### config.mk
export PLATFORM = sky130hd
export DESIGN_NAME = flk_fifo
export DESIGN_NICKNAME = d
export VERILOG_FILES = /design/src/hw/rtl/flk_pkg.sv /design/src/hw/rtl/flk_fifo.sv
export SDC_FILE = /design/constraint.sdc
export NUM_CORES = 1
export LEC_CHECK = 0
export BUFFER_PORTS_ARGS = -buffer_cell sky130_fd_sc_hd__buf_2
export CORE_AREA = 2 2 232 234
export DETAILED_ROUTE_END_ITERATION = 8
export DIE_AREA = 0 0 234 236
export GPL_ROUTABILITY_DRIVEN = 0
export SLEW_MARGIN = 20
export SYNTH_ARGS = -nofsm -noshare
export SYNTH_HDL_FRONTEND = slang
export SYNTH_SLANG_ARGS = --single-unit
### constraint.sdc
create_clock -name clk -period 19.8 [get_ports clk]
set_input_delay 0.99 -clock clk [delete_from_list [all_inputs] [get_ports clk]]
set_output_delay 0.99 -clock clk [all_outputs]
set_load 0.02 [all_outputs]
### src/hw/rtl/flk_pkg.sv
// ----------------------------------------------------------------------------
// flk_pkg - shared types and constants for the flocking steering block
// Item and result beat layouts, rule codes, register indexes and defaults.
// ----------------------------------------------------------------------------
package flk_pkg;

  // Rule codes carried in func
  localparam logic [1:0] FUNC_ALIGN = 2'd0;
  localparam logic [1:0] FUNC_COH   = 2'd1;
  localparam logic [1:0] FUNC_SEP   = 2'd2;
  localparam logic [1:0] FUNC_NONE  = 2'd3;

  // Configuration register indexes
  localparam int unsigned CFG_IDX_W     = 1;
  localparam logic [CFG_IDX_W-1:0] REG_MAX_SPEED = 1'b0;
  localparam logic [CFG_IDX_W-1:0] REG_MAX_FORCE = 1'b1;
  localparam int unsigned CFG_W         = 31;
  localparam logic [CFG_W-1:0] MAX_SPEED_RST = 31'd262144;
  localparam logic [CFG_W-1:0] MAX_FORCE_RST = 31'd6554;

  // Defaults for top-level parameters
  localparam int unsigned MAX_NEIGHBORS_DEF = 256;
  localparam int unsigned FRAC_BITS_DEF     = 16;
  localparam int unsigned FIFO_DEPTH_DEF    = 2;

  // Shared divider: 64-bit dividend, 32-bit divisor
  localparam int unsigned DIV_W  = 64;
  localparam int unsigned DIVR_W = 32;

  typedef struct packed {
    logic [1:0]         func;
    logic signed [31:0] own_px;
    logic signed [31:0] own_py;
    logic signed [31:0] own_pz;
    logic signed [31:0] own_vx;
    logic signed [31:0] own_vy;
    logic signed [31:0] own_vz;
    logic signed [31:0] nbr_x;
    logic signed [31:0] nbr_y;
    logic signed [31:0] nbr_z;
    logic               last_nbr;
  } flk_in_t;

  typedef struct packed {
    logic signed [31:0] steer_x;
    logic signed [31:0] steer_y;
    logic signed [31:0] steer_z;
  } flk_out_t;

  // Divider request from the sequencer
  typedef struct packed {
    logic              go;
    logic [DIV_W-1:0]  dividend;
    logic [DIVR_W-1:0] divisor;
  } flk_div_req_t;

endpackage

### src/hw/rtl/flk_fifo.sv
// ----------------------------------------------------------------------------
// flk_fifo - short item queue between front and back
// Register-based FIFO with valid/ready on both sides.
// ----------------------------------------------------------------------------
module flk_fifo #(
  parameter int unsigned DEPTH = flk_pkg::FIFO_DEPTH_DEF
) (
  input  logic             clk,
  input  logic             rst_n,
  input  logic             push_valid,
  output logic             push_ready,
  input  flk_pkg::flk_in_t push_data,
  output logic             pop_valid,
  input  logic             pop_ready,
  output flk_pkg::flk_in_t pop_data
);
  import flk_pkg::*;

  localparam int unsigned PW = (DEPTH > 1) ? $clog2(DEPTH) : 1;
  localparam int unsigned CW = $clog2(DEPTH + 1);

  flk_in_t        mem_r [DEPTH];
  logic [PW-1:0]  wr_r;
  logic [PW-1:0]  rd_r;
  logic [CW-1:0]  cnt_r;
  logic           do_push;
  logic           do_pop;

  assign push_ready = cnt_r != CW'(DEPTH);
  assign pop_valid  = cnt_r != '0;
  assign pop_data   = mem_r[rd_r];
  assign do_push    = push_valid && push_ready;
  assign do_pop     = pop_valid && pop_ready;

  always_ff @(posedge clk) begin
    if (!rst_n) begin
      wr_r  <= '0;
      rd_r  <= '0;
      cnt_r <= '0;
    end else begin
      if (do_push) begin
        mem_r[wr_r] <= push_data;
        wr_r <= (wr_r == PW'(DEPTH - 1)) ? '0 : wr_r + 1'b1;
      end
      if (do_pop) begin
        rd_r <= (rd_r == PW'(DEPTH - 1)) ? '0 : rd_r + 1'b1;
      end
      if (do_push && !do_pop) begin
        cnt_r <= cnt_r + 1'b1;
      end else if (do_pop && !do_push) begin
        cnt_r <= cnt_r - 1'b1;
      end
    end
  end

endmodule

==> results.py <==
metrics = {
    "critical_path": {
        "path_cells": "buf_4 -> mux2_2 -> buf_2",
        "slowest_delay_ns": 0.94,
        "critPathKind": "flip-flop to primary output",
        "setup.worst_path.end_class": "primary output",
        "arrival_ns": 3.16,
        "crit_path_start_kind": "flip-flop",
        "cp_data_required_time_ns": 18.81,
        "cpMaxStageDelayCell": "dfxtp_4",
        "path_max_fanout": 73,
    },
    "hold_path": {
        "hold_path.class": "flip-flop to flip-flop",
    },
    "synth": {
        "synth-xor-area-share": 0.00123,
        "synthesis.nets": 1228,
        "ys_seq_elements": 587,
        "synth_cell_type_count": 18,
        "synthesis.instances": 932,
        "netlist_area_mm2": 0.0214,
        "ys_warn_count": 0,
        "synth_compound_area_frac": 0.00141,
        "ys_seq_area_frac": 0.823,
        "synth_fa_ha_area_frac": 0.000586,
        "synthSimpleGateAreaFrac": 0.00293,
        "synth.area.mux_share": 0.153,
        "synth_top_family_by_area": "multiplexers",
        "synth.avg_cell_area_um2": 22.9,
    },
    "route": {
        "via_per_inst": 4.76,
        "num_vias": 10990,
        "drtIter0Drc": 559,
        "post_drt_wl_per_cell_um": 20.5,
        "drt-total-wl_um": 47400,
        "drc_errors": 0,
        "drtAntennaViolNets": 0,
        "drt-pass1-iter-count": 7,
    },
    "global_route": {
        "grt_max_degree": 157,
        "grt-ovfl-total": 0,
        "grtUsageTotal": 0.164,
        "grt_pass1_vias": 11186,
        "antenna_found_initial": 19,
        "grt_pass1_wl_um": 67300,
    },
    "cells_and_area": {
        "nets": 1854,
        "layout-drive-gt1-share": 0.603,
        "syn2layout_area_growth_pct": 25.1,
        "fill_cells": 4442,
        "instances_no_fill": 2308,
    },
    "pwr": {
        "pwr_density_cell_mw_per_mm2": 125,
        "leakagePower_nw": 9.73,
        "irDropWorstVdd_v": 0.0000895,
    },
    "sta": {
        "worstMarginPinSlew_ns": 1.14,
        "finalMaxSlewViolations": 0,
        "fin_setup_tns_ns": 0,
        "relSlewSlack": 0.237,
        "hold_violations": 0,
        "clock_skew_ns": 0.0188,
        "min_period_ns": 4.15,
        "fmax_ghz": 0.241,
        "setup_viol": 0,
        "finalCritPeriodShare": 0.209,
        "rsz0062_at_grt": "false",
        "fin_ws_ns": 15.65,
    },
    "clock_tree": {
        "path_clk_slew_ns": 0.06,
        "cts_hold_buf": 0,
        "clk_latency_ns": 0.59,
        "htreeDepth": 2,
        "clock-root-buffer": "clkbuf_16",
        "ctsResizeCount": 0,
        "cts_setup_buffers": 0,
        "clock_sinks": 587,
        "cts_max_path_buffers": 3,
        "numCtsBuffers": 60,
        "cts_tree": "yes",
    },
    "floorplanning": {
        "dieArea_mm2": 0.0552,
        "die_x_um": 234,
        "rows": 85,
        "die_y_um": 236,
        "num_io_pins": 588,
        "start_util": 0.402,
        "core-area_mm2": 0.0531,
    },
    "place": {
        "place_inst": 2192,
        "io_buffers": 587,
        "dpl_worst_slack_ns": 15.70,
        "hpwlAfterDp_um": 32100,
    },
    "run": {
        "max_cap_viol_count": 0,
    },
    "outcome": {
        "outcome": "finished clean",
    },
}
synthesized netlist by cell type:
cell type,count,share of area
xor2_1,1,0.00041
dfxtp_1,5,0.0047
xnor2_1,2,0.00082
o21ai_0,2,0.00047
mux2_2,291,0.15
buf_6,32,0.017
inv_1,2,0.00035
nor2_1,2,0.00035
or2_2,1,0.00029
and2_1,3,0.00088
edfxtp_1,582,0.82
nor2b_1,1,0.00029
ha_1,1,0.00059
and3_1,1,0.00029
or3_1,2,0.00059
o21ai_1,1,0.00023
a21boi_1,2,0.00070
nand3_1,1,0.00023
final cells by class:
| cell class | count | area (um^2) | share of cell area |
|---|---|---|---|
| Inverter | 2 | 7.51 | 0.000281 |
| Timing Repair Buffer | 596 | 3030 | 0.113 |
| Sequential cell | 587 | 17600 | 0.658 |
| Antenna cell | 9 | 22.5 | 0.000843 |
| Clock buffer | 76 | 1580 | 0.0593 |
| Multi-Input combinational cell | 311 | 3420 | 0.128 |
| Tap cell | 696 | 871 | 0.0326 |
| Clock inverter | 31 | 191 | 0.00717 |
layer usage:
layer | vias up | routed length (um) | track usage
met5 | - | 124 | 0
met4 | 18 | 1200 | 0.0514
met3 | 95 | 4760 | 0.0711
met2 | 409 | 23500 | 0.273
met1 | 5466 | 17800 | 0.191
li1 | 5002 | - | -
report_power, final:
part / total, mW / internal (mW) / switching (mW)
Sequential: 1.51 / 1.48 / 0.0371
Combinational: 0.806 / 0.318 / 0.488
Clock: 1.02 / 0.585 / 0.435
critical path: cells and delay by family, from the launching register on:
family,cells,cell delay [ns]
buffers and inverters,2,1.00
flip-flops,1,0.94
multiplexers,1,0.45
layout by cell type (no fill, tap or decap):
cell / Yosys / routed
a21boi_1: 2 / 2
nor2_1: 2 / 1
buf_2: 0 / 587
o21ai_0: 2 / 2
edfxtp_1: 582 / 582
inv_1: 2 / 2
nor2_4: 0 / 1
clkbuf_16: 0 / 61
nand3_1: 1 / 1
or3_1: 2 / 2
nor2b_1: 1 / 1
o21ai_1: 1 / 1
inv_6: 0 / 1
buf_4: 0 / 7
ha_1: 1 / 1
dfxtp_4: 0 / 1
and3_4: 0 / 1
bufinv_16: 0 / 2
mux2_2: 291 / 291
xor2_1: 1 / 1
and2_1: 3 / 3
diode_2: 0 / 9
xnor2_1: 2 / 2
dfxtp_1: 5 / 4
clkinv_1: 0 / 16
clkinvlp_4: 0 / 1
clkinv_2: 0 / 11
buf_12: 0 / 2
clkbuf_1: 0 / 15
or2_2: 1 / 1
through the flow:
stage	area (um^2)	power, mW	hold slack (ns)	util
after floorplan	21400	2.14	0.466	-
after global placement	24900	2.36	0.493	0.469
after detailed placement	24900	2.36	0.515	0.469
after CTS	26700	3.39	0.527	0.503
after global routing	26700	3.48	0.544	0.503
final	26700	3.34	0.519	0.503
worst paths after layout:
check | startpoint | to | slack, ns | cells after the start
min | cnt_r[1] | cnt_r[1] | 0.52 | 2
max reg2reg | cnt_r[0] | mem_r[1][57] | 16.36 | 5
min reg2reg | cnt_r[1] | cnt_r[1] | 0.52 | 2
max | flip-flop | pop_data[143] | 15.65 | 3
sequential cells by signal (all words and copies together), names as in the netlist, named ones only:
signal and count:
mem_r 582, cnt_r 2, rd_r 1, wr_r 1
cell families (layout without fill, tap and decap cells):
family / after synthesis / count (layout)
compound gates: 5 / 5
buf+inv: 34 / 705
mux: 291 / 291
flops: 587 / 587
simple gates: 11 / 11
fa+ha+maj: 1 / 1
other cells: 0 / 9
xor+xnor: 3 / 3
Note: power is estimated with default switching activity, not from simulation.
