**src/hw/rtl/flk_pkg.sv**
```systemverilog
// ----------------------------------------------------------------------------
// flk_pkg - shared types and constants for the flocking steering block
// Item and result beat layouts, rule codes, register indexes and defaults.
// ----------------------------------------------------------------------------
package flk_pkg;

  // Rule codes carried in func
  localparam logic [1:0] FUNC_ALIGN = 2'd0;
  localparam logic [1:0] FUNC_COH   = 2'd1;
  localparam logic [1:0] FUNC_SEP   = 2'd2;
  localparam logic [1:0] FUNC_NONE  = 2'd3;

  // Configuration register indexes
  localparam int unsigned CFG_IDX_W     = 1;
  localparam logic [CFG_IDX_W-1:0] REG_MAX_SPEED = 1'b0;
  localparam logic [CFG_IDX_W-1:0] REG_MAX_FORCE = 1'b1;
  localparam int unsigned CFG_W         = 31;
  localparam logic [CFG_W-1:0] MAX_SPEED_RST = 31'd262144;
  localparam logic [CFG_W-1:0] MAX_FORCE_RST = 31'd6554;

  // Defaults for top-level parameters
  localparam int unsigned MAX_NEIGHBORS_DEF = 256;
  localparam int unsigned FRAC_BITS_DEF     = 16;
  localparam int unsigned FIFO_DEPTH_DEF    = 2;

  // Shared divider: 64-bit dividend, 32-bit divisor
  localparam int unsigned DIV_W  = 64;
  localparam int unsigned DIVR_W = 32;

  typedef struct packed {
    logic [1:0]         func;
    logic signed [31:0] own_px;
    logic signed [31:0] own_py;
    logic signed [31:0] own_pz;
    logic signed [31:0] own_vx;
    logic signed [31:0] own_vy;
    logic signed [31:0] own_vz;
    logic signed [31:0] nbr_x;
    logic signed [31:0] nbr_y;
    logic signed [31:0] nbr_z;
    logic               last_nbr;
  } flk_in_t;

  typedef struct packed {
    logic signed [31:0] steer_x;
    logic signed [31:0] steer_y;
    logic signed [31:0] steer_z;
  } flk_out_t;

  // Divider request from the sequencer
  typedef struct packed {
    logic              go;
    logic [DIV_W-1:0]  dividend;
    logic [DIVR_W-1:0] divisor;
  } flk_div_req_t;

endpackage

```
**src/hw/rtl/flk_front.sv**
```systemverilog
// ----------------------------------------------------------------------------
// flk_front - input stage
// Takes item beats, drops beats with the unused rule code, and holds the
// rest in a register until the queue takes them.
// ----------------------------------------------------------------------------
module flk_front (
  input  logic             clk,
  input  logic             rst_n,
  input  logic             in_valid,
  output logic             in_ready,
  input  flk_pkg::flk_in_t in_data,
  output logic             push_valid,
  input  logic             push_ready,
  output flk_pkg::flk_in_t push_data
);
  import flk_pkg::*;

  logic    hold_v_r;
  flk_in_t hold_r;

  assign in_ready   = !hold_v_r || push_ready;
  assign push_valid = hold_v_r;
  assign push_data  = hold_r;

  always_ff @(posedge clk) begin
    if (!rst_n) begin
      hold_v_r <= 1'b0;
    end else begin
      if (hold_v_r && push_ready) begin
        hold_v_r <= 1'b0;
      end
      // unused rule: beat is consumed without effect
      if (in_valid && in_ready && in_data.func != FUNC_NONE) begin
        hold_v_r <= 1'b1;
        hold_r   <= in_data;
      end
    end
  end

endmodule

```
**config.mk**
```make
export PLATFORM = sky130hd
export DESIGN_NAME = flk_front
export DESIGN_NICKNAME = d
export VERILOG_FILES = /design/src/hw/rtl/flk_pkg.sv /design/src/hw/rtl/flk_front.sv
export SDC_FILE = /design/constraint.sdc
export NUM_CORES = 1
export LEC_CHECK = 0
export CAP_MARGIN = 5
export CORE_AREA = 3 3 228 230
export DETAILED_ROUTE_END_ITERATION = 8
export DIE_AREA = 0 0 231 233
export DONT_BUFFER_PORTS = 1
export GPL_TIMING_DRIVEN = 0
export PLACE_DENSITY = 0.31
export SYNTH_ARGS = -nofsm -noshare
export SYNTH_HDL_FRONTEND = slang
export SYNTH_SLANG_ARGS = --single-unit
```
**constraint.sdc**
```tcl
create_clock -name clk -period 16.4 [get_ports clk]
set_input_delay 3.28 -clock clk [delete_from_list [all_inputs] [get_ports clk]]
set_output_delay 3.28 -clock clk [all_outputs]
set_load 0.005 [all_outputs]
```
==> metrics.txt, run 1 <==
status=finished clean; Placer Congestion=0.711; Wirelength per Cell=22.7 um; post-route ant nets=0; highest clock rate=149 MHz; post-DP HPWL=18.0 mm; hold_buf cts=0; commonest non-fill, non-tap cell in the layout=edfxtp_1; Synth Register Bits=292; PortBufs=0; Setup Buffers After CTS=0; max incr delay on CP=~0.10 ns; Final #Nets=629; Chip Width=about 230 um; Startpoint Class=primary input; largest net degree at the start of global routing=78; Peak supply drop=0.0657 mV; CP endpoint kind=output port; GRT Residual Overflow=0; Clock Latency Late Sink=0.56 ns; DIE AREA=53800 um^2; Worst slew margin=0.711; share of cells above drive strength 1=0.137; Clock Sinks=292; number of global-route vias before repair=3552; post-synthesis area per instance=about 30 um^2; mapped cell area=8800 um^2; post-synthesis cell count=297; Reg2Reg Launch Point=push_valid; Worst Hold Class=reg -> reg; Finish-stage setup viols=0; endpoints failing hold=0; CP Data Required Time=between 10 and 15 ns; routed wl met3=between 2 and 3 mm; Worst-Margin Slew=~0.43 ns; Final Critical Period=6.72 ns; most frequent cells in the layout=edfxtp_1, clkbuf_16, clkinv_1, bufinv_16; GRT Util Overall=0.0781; DRT met1 WL=slightly below 7 mm; ranking of synthesized cells by area=edfxtp_1, dfxtp_1, nor2b_4, a21boi_1, o21a_1; DRC viols=0; Initial Util=0.176; Crit. Startpoint=push_ready; Die Span Y=233 um; critical-path cell list=nor2b_4, inv_2; first-pass GRT wire length=between 20 and 30 mm; WP buf/inv=1; core box area=50100 um^2; Final WS setup=9.68 ns; pre-CTS setup slack=9.68 ns; maximum clock insertion buffer count=3; Syn Nets=slightly below 600; sequential share of the synthesized area=0.996; DR top layer=met5; root buf cell=clkbuf_16; via-per-instance ratio=3.16; RSZ-0062 raised after global routing=no; leakage=3.28 nW; CP max FO=2; htree depth=1; slowest CP cell=nor2b_4; post_cts resized=0; First-pass DRT Iterations=4; synth unique cells=7; antenna violations before repair=3; delay-heaviest family, CP=simple AND/OR/NAND/NOR gates; Core Rows=82; YS warnings=0; Reg clk slew, reported paths=0.05 ns; P&R area growth vs syn=23.1%; CTS tree=done; Yosys top cell area share=0.993; Slew Viols, Final=0; setup tns final=0 ns; Num CTS Buffers=31; worst clock skew=0.00983 ns; hold path startpoint=push_valid; max cap viols=0; Critical Path AT=3.44 ns; # IOs=588; Pwr Density=150 nW/um^2; initial drt markers=150; vias post-DR=3257; WL final=approximately 23 mm; met2 WL=13.4 mm; Tcrit/Tclk final=0.410; CP Class=in -> out; post-synth top area cell=edfxtp_1
## state kept, by name, indices dropped and copies added (netlist names)
name	cells
push_data	291
push_valid	1
## worst paths after layout
kind,end,slack (ns),depth (start not counted)
setup / recovery,in_ready,9.68,2
hold / removal,push_valid,0.65,2
setup reg to reg,push_data[247],14.45,5
hold reg to reg,push_valid,0.65,2
## per-layer routing
layer,up-vias,global-route usage
met3,40,0.0395
met4,6,0.0304
li1,1296,-
met5,-,0
met2,299,0.149
met1,1616,0.0695
## report_power, final
part           switching [mW]  internal [mW]  leakage, nW
logic                  0.0149        0.00344       0.0628
clock network           0.277          0.454        0.520
registers              0.0188          0.859         2.70
## synthesized netlist by cell type, drive strengths merged
master  instances
a21boi          1
and3            1
dfxtp           1
edfxtp        291
inv             1
nor2b           1
o21a            1
## final cells by class
| cell class | instances | area [um^2] |
|---|---|---|
| fill | 5208 | 39200 |
| antenna | 1 | 2.50 |
| sequential | 292 | 8760 |
| timing repair buffer | 4 | 110 |
| tap | 672 | 841 |
| clock buffer | 35 | 791 |
| multi-input combinational | 4 | 40.0 |
| inverter | 1 | 3.75 |
| clock inverter | 22 | 283 |
## per-stage QoR
step	area [um^2]	util	hold slack (ns)	total power [mW]	std cells
floorplan	8800	-	0.599	0.904	297
global placement	9640	0.192	0.658	0.923	969
detailed placement	9750	0.195	0.648	0.913	973
CTS	10800	0.216	0.655	1.66	1030
global route	10800	0.216	0.686	1.69	1030
finish	10800	0.216	0.651	1.63	1031
## cell families (layout without fill, tap and decap cells)
family,after synthesis,after routing,share of synthesized area
compound gates,2,2,0.00171
other cells,0,1,0
simple gates,2,2,0.00228
flops,292,292,0.996
buf+inv,1,62,0.000426
(Power assumes the default switching activity.)
==> run 2: changes to the inputs <==
- ABC_AREA: default -> 1
- PLACE_DENSITY: 0.31 -> 0.32
- clock period: 16.4 -> 5.78 ns (I/O delays scaled with it)
==> run 2 against run 1 <==
Net effect: clock power grew to 2.7 times the previous value; die area is the same; synthesized cell count grew 1.7%; core utilization is essentially flat; worst setup slack lost 6.5 ns; combinational power grew to 3.1 times the previous value; via count is essentially flat; sequential cell count is the same; hold slack lost 0.035 ns; design area grew 0.15%; total power grew to 2.8 times the previous value; largest power group unchanged.
==> metrics.txt, run 2 <==
Pwr Density=418 nW/um^2; hold path startpoint=push_valid; sequential share of the synthesized area=0.995; root buf cell=clkbuf_16; mapped cell area=just under 9000 um^2; ranking of synthesized cells by area=edfxtp_1, dfxtp_1, nand2_1, inv_1, nor2_4; Placer Congestion=roughly 0.7; number of flops mapped to enable cells by yosys=291; YS warnings=0; Worst R2R Path Depth=7; Initial Util=0.176; leakage=~3.3 nW; Yosys top cell area share=0.992; CP Class=in -> reg; post_cts resized=0; Core Rows=82; R2R Path End=push_data[117]; Slew Viols, Final=0; Worst slew margin=0.632; storage element area=8760 um^2; flop2flop setup slack=between 3 and 4 ns; post-synthesis area per instance=29.2 um^2; RSZ-0062 raised after global routing=no; synth unique cells=6; max incr delay on CP=0.46 ns; via-per-instance ratio=approximately 3.1; # IOs=588; core box area=50100 um^2; Fill cells=5215; PortBufs=0; maximum clock insertion buffer count=3; DRC viols=0; highest clock rate=between 300 and 400 MHz; commonest non-fill, non-tap cell in the layout=edfxtp_1; antenna cells=0; Overall Power=4.54 mW; DIE AREA=53800 um^2; htree depth=1; Worst Hold Class=reg -> reg; hold path cells=4; most common cell in the netlist=edfxtp_1; post-synthesis cell count=302; Die Span Y=233 um; Worst-Margin Slew=0.551 ns; first-pass GRT wire length=29.5 mm; Final #Nets=approximately 640; Hold Path Sink=push_valid; vias post-DR=about 3.3k; GRT Util Overall=0.0773; setup tns final=0 ns; Tcrit/Tclk final=0.453; Setup Buffers After CTS=0; hold_buf cts=0; CP endpoint kind=flip-flop; CP Data Required Time=between 6 and 7 ns; Chip Width=231 um; Critical Path AT=2.86 ns; Num CTS Buffers=31; delay-heaviest family, CP=buffers and inverters; Multi-input gate area=about 54 um^2; Largest register FFs=291; Startpoint Class=primary input; WL final=roughly 23 mm; Post-Layout Cell Count=slightly above 1k; ys async rst share=0; status=finished clean; slowest CP cell=nor2_4; CP max FO=40; post-route ant nets=0; Wirelength per Cell=22.4 um; largest net degree at the start of global routing=42; P&R area growth vs syn=23.2%; max cap viols=0; Reg clk slew, reported paths=0.06 ns; antenna violations before repair=5; most frequent cells after synthesis=edfxtp_1, nand2_1, inv_1; Syn Nets=597; endpoints failing hold=0; Final Critical Period=2.62 ns; most frequent cells in the layout=edfxtp_1, clkbuf_16, clkinv_1, buf_12, bufinv_16; Reg2Reg Launch Point=push_valid; Clock Sinks=between 200 and 300; GRT Residual Overflow=0; critical-path cell list=nand2_4, inv_2, nand2_2, nor2_4, buf_12, buf_12, buf_12, buf_12; CTS tree=done; First-pass DRT Iterations=4; number of global-route vias before repair=3551; post-DP HPWL=about 18 mm; WP buf/inv=5; Finish-stage setup viols=0; most used cell, CP=buf_12; Post-Place Cells=roughly 980; Synth Register Bits=292; Peak supply drop=0.187 mV; Clock Latency Late Sink=around 0.55 ns; worst clock skew=0.00885 ns; ys flop type=edfxtp_1; share of cells above drive strength 1=0.158; initial drt markers=around 160; post-synth top area cell=edfxtp_1
==> run 2: cell families (layout without fill, tap and decap cells) <==
logic type | count (synthesis) | in the layout | synth area share
DFF | 292 | 292 | 0.995
buffers and inverters | 3 | 67 | 0.00128
and+or+nand+nor | 7 | 7 | 0.00412
==> run 2: layer usage <==
layer  part of all wire  GRT usage  routed length (um)
met5             0.0012          0                  27
met4              0.026     0.0281                 604
met3               0.12     0.0438                2890
met2               0.54      0.139               12600
met1               0.30     0.0738                7070
==> run 2: area by class of cell <==
| cell class | count | share of cell area |
|---|---|---|
| tap | 672 | 0.0775 |
| sequential | 292 | 0.808 |
| timing repair buffer | 8 | 0.0148 |
| clock buffer | 35 | 0.0729 |
| clock inverter | 21 | 0.0212 |
| multi-input combinational | 7 | 0.00496 |
| inverter | 3 | 0.00104 |
==> run 2: worst register-to-register path: stages, from the launching register on <==
cell and delay [ns]:
dfxtp_1 0.32, inv_1 0.09, nor2_4 0.05, nor2_4 0.43, buf_12 0.30, buf_12 0.26
buf_12 0.27, buf_12 0.27
==> run 2: per-stage QoR <==
step	setup WS (ns)	utilization	hold slack (ns)	area (um^2)
final	3.16	0.217	0.615	10800
after detailed placement	2.54	0.196	0.620	9820
after CTS	3.14	0.217	0.626	10800
after floorplan	-0.221	-	0.559	8820
after global placement	-1.57	0.193	0.620	9660
after global routing	3.04	0.217	0.641	10800
==> run 2: worst max-delay path by stage <==
stage / from / to / slack (ns) / cells after the start
CTS: in_valid / push_data[56] / 3.14 / 8
detailed placement: in_valid / push_data[80] / 2.54 / 8
global route: in_valid / push_data[117] / 3.04 / 8
global placement: in_valid / push_data[80] / -1.57 / 4
finish: in_valid / push_data[117] / 3.16 / 8
floorplan: in_valid / push_data[0] / -0.22 / 4
==> run 2: where the power goes <==
group	internal [mW]	total (mW)	leakage [nW]	switching, mW
logic	0.0132	0.0577	0.102	0.0445
registers	2.44	2.49	2.70	0.0518
clock network	1.20	1.99	0.486	0.793
total	3.65	4.54	3.29	0.890
==> run 3: changes to the inputs <==
- ABC_AREA: 1 -> 0
- PLACE_DENSITY: 0.32 -> 0.31
- clock period: 5.78 -> 2.5 ns (I/O delays scaled with it)
==> run 3 against run 2 <==
Net effect: design area grew 17%; clock power increased by 120%; sequential share of layout area is 12 points lower; register-to-register slack got worse by 3.1 ns; worst setup slack got worse by 2.8 ns; global-route usage is 0.29 points higher; core utilization grew 3.8 points; combinational power increased to 6.7 times the previous value; clock skew about the same; critical path depth down 3.
==> metrics.txt, run 3 (synthesized netlist as in run 1, its figures left out) <==
post_cts resized=0; maximum clock insertion buffer count=3; GRT Residual Overflow=0; GRT Util Overall=0.0802; Pwr Density=818 nW/um^2; Hold Path Sink=push_data[260]; Worst-Margin Slew=0.400 ns; RSZ-0062 raised after global routing=no; # IOs=588; Power Internal=8.33 mW; Largest register FFs=291; commonest non-fill, non-tap cell in the layout=edfxtp_1; CP Data Required Time=2.71 ns; Wirelength per Cell=slightly below 20 um; leakage=4.06 nW; CTS tree=done; flop2flop setup slack=roughly 0.33 ns; Post-Layout Cell Count=1232; DRC viols=0; number of global-route vias before repair=4402; max cap viols=0; Clock Latency Late Sink=0.56 ns; htree depth=1; slowest CP cell=and3_4; WL final=24.2 mm; met2 WL=13.6 mm; core box area=approximately 50000 um^2; vias post-DR=roughly 4.0k; Final #Nets=831; Worst Hold Class=in -> reg; hold path cells=0; critical-path cell list=nor2b_4, inv_2, and3_4, buf_16, buf_16; Fill cells=5104; via-per-instance ratio=3.28; switching fraction of total power=0.201; worst clock skew=0.00917 ns; post-route ant nets=0; P&R area growth vs syn=44.8%; First-pass DRT Iterations=4; DIE AREA=53800 um^2; sw power=2.09 mW; routed wl met3=2.63 mm; post-DP HPWL=around 18 mm; CP max FO=slightly below 80; storage element area=8760 um^2; Tcrit/Tclk final=0.866; initial drt markers=152; Setup Buffers After CTS=0; hold_buf cts=189; share of cells above drive strength 1=0.0894; PortBufs=0; Peak supply drop=0.399 mV; first-pass GRT wire length=31.8 mm; Startpoint Class=flip-flop; CP Class=reg -> reg; Core Rows=82; most used cell, CP=buf_16; Reg clk slew, reported paths=about 0.060 ns; delay-heaviest family, CP=buffers and inverters; Final Cell Area=12700 um^2; Initial Util=0.176; Slew Viols, Final=0; Worst R2R Path Depth=5; Critical Path AT=about 2.4 ns; Clock Sinks=around 290; Final Critical Period=2.17 ns; root buf cell=clkbuf_16; largest net degree at the start of global routing=78; hold path startpoint=in_data[260]; Chip Width=231 um; endpoints failing hold=0; R2R Path End=push_data[147]; Placer Congestion=approximately 0.72; CP endpoint kind=flip-flop; max incr delay on CP=0.45 ns; Num CTS Buffers=31; Die Span Y=233 um; clock group share of total power=0.411; WP buf/inv=3; register share of total power=0.552; status=finished clean; Reg2Reg Launch Point=push_valid; highest clock rate=462 MHz; Finish-stage setup viols=0; Worst slew margin=0.733; Area after DPL=between 9000 and 10000 um^2; final core occ=0.254; DR top layer=met4; Post-Place Cells=973; most frequent cells in the layout=edfxtp_1, dlygate4sd3_1, clkbuf_16, clkinv_1; DRT met1 WL=7.46 mm; Multi-input gate area=43.8 um^2; antenna violations before repair=2; combinational power share=0.037
==> run 3: cell count changes in the layout (fill, tap and decap cells not counted), moves of 2 or more <==
cell,previous run,this run
nor2_4,2,0
inv_6,0,2
clkinv_1,8,11
nand2_2,2,0
bufinv_16,5,2
inv_1,2,0
dlygate4sd3_1,0,202
clkinv_2,4,2
nand2_1,2,0
buf_12,8,0
buf_16,0,4
==> run 3: how the worst max path moves through the flow <==
stage	cells after the start	endpoint	slack, ns	start
6_report	5	push_data[147]	0.33	push_valid
5_1_grt	5	push_data[147]	0.23	push_valid
4_1_cts	5	push_data[147]	0.32	push_valid
3_5_place_dp	4	push_data[169]	0.23	in_valid
3_3_place_gp	2	push_data[195]	-1.44	in_valid
2_1_floorplan	2	push_data[0]	-0.71	in_valid
==> run 3: power by group through the flow <==
stage               Clock [mW]  Sequential (mW)  Combinational (mW)
floorplan                    0             5.81              0.0728
global placement             0             5.89              0.0955
detailed placement           0             5.86               0.125
CTS                       4.44             5.76               0.377
global route              4.67             5.76               0.420
finish                    4.28             5.75               0.389
==> run 3: metal layers <==
metal / track usage / vias to the layer above
li1: - / 1692
met1: 0.0744 / 1991
met2: 0.154 / 325
met3: 0.0362 / 34
met4: 0.0285 / 0
met5: 0 / -
==> run 3: through the flow <==
| stage | power [mW] | hold slack, ns | worst slack [ns] | TNS [ns] |
|---|---|---|---|---|
| after global placement | 5.99 | 0.599 | -1.44 | -409.19 |
| final | 10.4 | 0.0425 | 0.335 | 0 |
| after detailed placement | 5.98 | 0.599 | 0.231 | 0 |
| after floorplan | 5.88 | 0.599 | -0.712 | -207.22 |
| after CTS | 10.6 | 0.00000822 | 0.319 | 0 |
| after global routing | 10.9 | 0.00209 | 0.227 | 0 |
==> run 3: cell type report <==
class / instances / area share
multi-input combinational: 4 / 0.00344
inverter: 1 / 0.000295
sequential: 292 / 0.688
clock buffer: 34 / 0.0618
antenna: 1 / 0.000196
tap: 672 / 0.0660
timing repair buffer: 206 / 0.167
clock inverter: 22 / 0.0132
